File: config.mk
export PLATFORM = sky130hd
export DESIGN_NAME = lci_delay
export DESIGN_NICKNAME = d
export VERILOG_FILES = /design/src/rtl/lci_delay.sv
export SDC_FILE = /design/constraint.sdc
export NUM_CORES = 1
export LEC_CHECK = 0
export BUFFER_PORTS_ARGS = -buffer_cell sky130_fd_sc_hd__buf_2
export CORE_AREA = 2 2 43 45
export CTS_BUF_LIST = sky130_fd_sc_hd__clkbuf_8 sky130_fd_sc_hd__clkbuf_16
export DETAILED_ROUTE_END_ITERATION = 10
export DIE_AREA = 0 0 45 47
export PLACE_DENSITY = 0.64
export SETUP_SLACK_MARGIN = 0.02
export SLEW_MARGIN = 20
export SYNTH_ARGS = -nofsm -noshare
export SYNTH_HDL_FRONTEND = slang
export SYNTH_SLANG_ARGS = --single-unit
File: constraint.sdc
create_clock -name clock -period 0.8 [get_ports clock]
set_input_delay 0.08 -clock clock [delete_from_list [all_inputs] [get_ports clock]]
set_output_delay 0.08 -clock clock [all_outputs]
set_load 0.05 [all_outputs]
File: src/rtl/lci_delay.sv
// Fixed-length delay line with a reset valid lane and an unreset data lane.
// No dependencies.
module lci_delay #(
   parameter int WIDTH = 8,
   parameter int DEPTH = 3
) (
   input  logic             clock,
   input  logic             reset,
   input  logic             valid_in,
   input  logic [WIDTH-1:0] data_in,
   output logic             valid_out,
   output logic [WIDTH-1:0] data_out
);

   logic [DEPTH-1:0] valid_ff;
   logic [WIDTH-1:0] data_ff [DEPTH];

   always_ff @(posedge clock) begin
      if (reset) begin
         valid_ff <= '0;
      end else begin
         valid_ff <= DEPTH'({valid_ff, valid_in});
      end
   end

   always_ff @(posedge clock) begin
      data_ff[0] <= data_in;
      for (int k = 1; k < DEPTH; k++) begin
         data_ff[k] <= data_ff[k-1];
      end
   end

   assign valid_out = valid_ff[DEPTH-1];
   assign data_out  = data_ff[DEPTH-1];

endmodule

==> summary.txt <==
Yosys
  – Synth Register Bits: 27
  – Gate Count Post-Synth: 38
  – Mean Syn Cell Area: 16.3 um2
  – Seq/Total Area, Yosys: 0.873
  – Synth cell types: 3
  – Mapped Nets: 49
  – Post-Syn Area: 619 um2
  – Synth warnings: 0

Timing
  – Max Fclk: 1.23 GHz
  – Setup TNS: -103 ps
  – Final hold vios: 0
  – Worst setup margin: -16.2 ps
  – Final Setup Violations: 9
  – Tcrit/Tclk final: 1.02
  – Worst slew pin tran: 107 ps
  – Clock Skew: 2.52 ps
  – Slew Limit Fails: 0
  – Min Tclk post-route: 816 ps
  – RSZ-0062 raised after global routing: true
  – Hold slack: 29.9 ps
  – Relative slew slack: 0.929

Setup path
  – Reg2reg setup slack: 280 ps
  – Largest delay share family, worst path: flip-flops
  – Worst flop-to-flop path startpoint: valid_ff[1]$_SDFF_PP0_
  – WS Path Type: register to output port
  – Slowest cell on the critical path: dfxtp_2
  – WP buf/inv: 1
  – Required time of the critical path: 720 ps
  – WP depth: 1
  – Crit start category: register
  – CP endpoint kind: output port
  – Arr. time, crit path: 740 ps
  – Worst Reg-to-Reg Cells: 1
  – Max stage delay on crit path: 330 ps
  – Worst path cell trace: buf_6
  – Crit path from: data_ff[0][17]$_DFF_P_
  – Worst Path Max Fanout: 1

Clock network
  – Sinks on Clock Net: 27
  – Max Root-Sink Buffers: 2
  – CTS tree: done
  – Worst-path clk slew: 80 ps
  – Num CTS Buffers: 3
  – Post CTS Setup Buffer Count: 0
  – Clock Latency Late Sink: 260 ps
  – CTS H-tree lvls: 1
  – Clock root buffer: clkbuf_8

Placed design
  – Placed cell area: 676 um2
  – # port buffers: 19
  – GP Congestion: 0.583
  – Placed Instances: 66

Die
  – Initial Util: 0.375
  – DIE WIDTH: 45 um
  – Std cell rows: 15
  – Ports: 20
  – Die area: 2120 um2
  – Die Y-Extent: 47 um
  – Core ar.: 1650 um2

Global route
  – Largest net degree at the start of global routing: 15
  – Global-route wire length before repair: 1230 um
  – Vias in the first global route: 297
  – Total gr overflow: 0
  – Gr usage total: 0.0866
  – Antenna violations before repair: 0

Drt
  – DRC violations left: 0
  – Routed vias/inst: 3.76
  – Drt first pass iters: 2
  – DRT antenna net count: 0
  – Initial drt markers: 1
  – Final WL: 731 um
  – Wire per inst: 9.25 um
  – Vias: 297

Min path
  – Hold path startpoint: valid_in
  – Hold WC Path Type: input port to register
  – Min-Delay Path Depth: 2

Cells and area
  – Final cell count without fillers: 79
  – N_diodes: 0
  – Most common cell after layout, fill and taps aside: dfxtp_1
  – Share of layout cells above drive strength 1: 0.500
  – Syn-to-layout area delta: 46.7%
  – Final std cell area, no fill: 908 um2
  – Fin nets: 74
  – Commonest cells after routing, fill and taps aside: dfxtp_1 (18), buf_2 (10), dfxtp_2 (9), dlygate4sd3_1 (9), buf_8 (8)

Power and ir drop
  – Pwr Density: 2580 nW/um2
  – Leakage: 0.403 nW
  – VDD IR max: 0.000848 V

Outcome
  – Status: complete, but fails checks
  – Failing checks: negative setup slack

Run
  – Number of max-cap violations: 0
==> cells by family (layout without fill, tap and decap cells) <==
logic type,Yosys count,in the layout,share of synthesized area
buffers and inverters,8,32,0.0970
and+or+nand+nor,3,3,0.0303
DFF,27,27,0.873
==> Yosys cell counts <==
| library cell | instances | share of area |
|---|---|---|
| buf_4 | 8 | 0.097 |
| dfxtp_1 | 27 | 0.87 |
| nor2b_1 | 3 | 0.030 |
==> through the flow <==
stage / total power, mW / worst slack, ps / utilization
finish: 2.35 / -16.2 / 0.550
detailed placement: 1.59 / 180 / 0.409
global route: 2.45 / -50.3 / 0.550
CTS: 2.36 / -26.3 / 0.532
global placement: 1.58 / 192 / 0.409
floorplan: 1.57 / 133 / -
==> routing by layer <==
layer / routed length, um / track usage / vias up
li1: - / - / 153
met1: 311 / 0.0867 / 130
met2: 365 / 0.143 / 12
met3: 35 / 0.0115 / 2
met4: 18 / 0.106 / 0
met5: 0 / 0 / -
==> report_power, final <==
part,internal (mW),leakage (nW),total [mW],switching (mW)
clock,0.342,0.0269,0.701,0.358
combinational,0.106,0.149,0.207,0.101
sequential,1.42,0.228,1.44,0.0228
total,1.87,0.403,2.35,0.482
==> area by class of cell <==
| cell class | instances | area, um2 |
|---|---|---|
| fill | 144 | 743 |
| timing repair buffer | 28 | 272 |
| sequential | 27 | 552 |
| clock buffer | 3 | 41.3 |
| tap | 17 | 21.3 |
| clock inverter | 1 | 3.75 |
| multi-input combinational | 3 | 18.8 |
==> state kept, by name, summed over array words and instances (netlist names) <==
register,cells
data_ff,24
valid_ff,3
==> worst paths after layout <==
kind,to
setup / recovery,data_out[1]
hold / removal,valid_ff[0]$_SDFF_PP0_
setup reg to reg,valid_ff[2]$_SDFF_PP0_
hold reg to reg,data_ff[0][19]$_DFF_P_
==> repair_timing <==
action,4_1_cts,5_1_grt
endpoints found under the setup margin,9,9
hold endpoints to repair,10,0
hold buffers,9,0
gates resized for setup,27,8
Note: power is estimated with default switching activity, not from simulation.
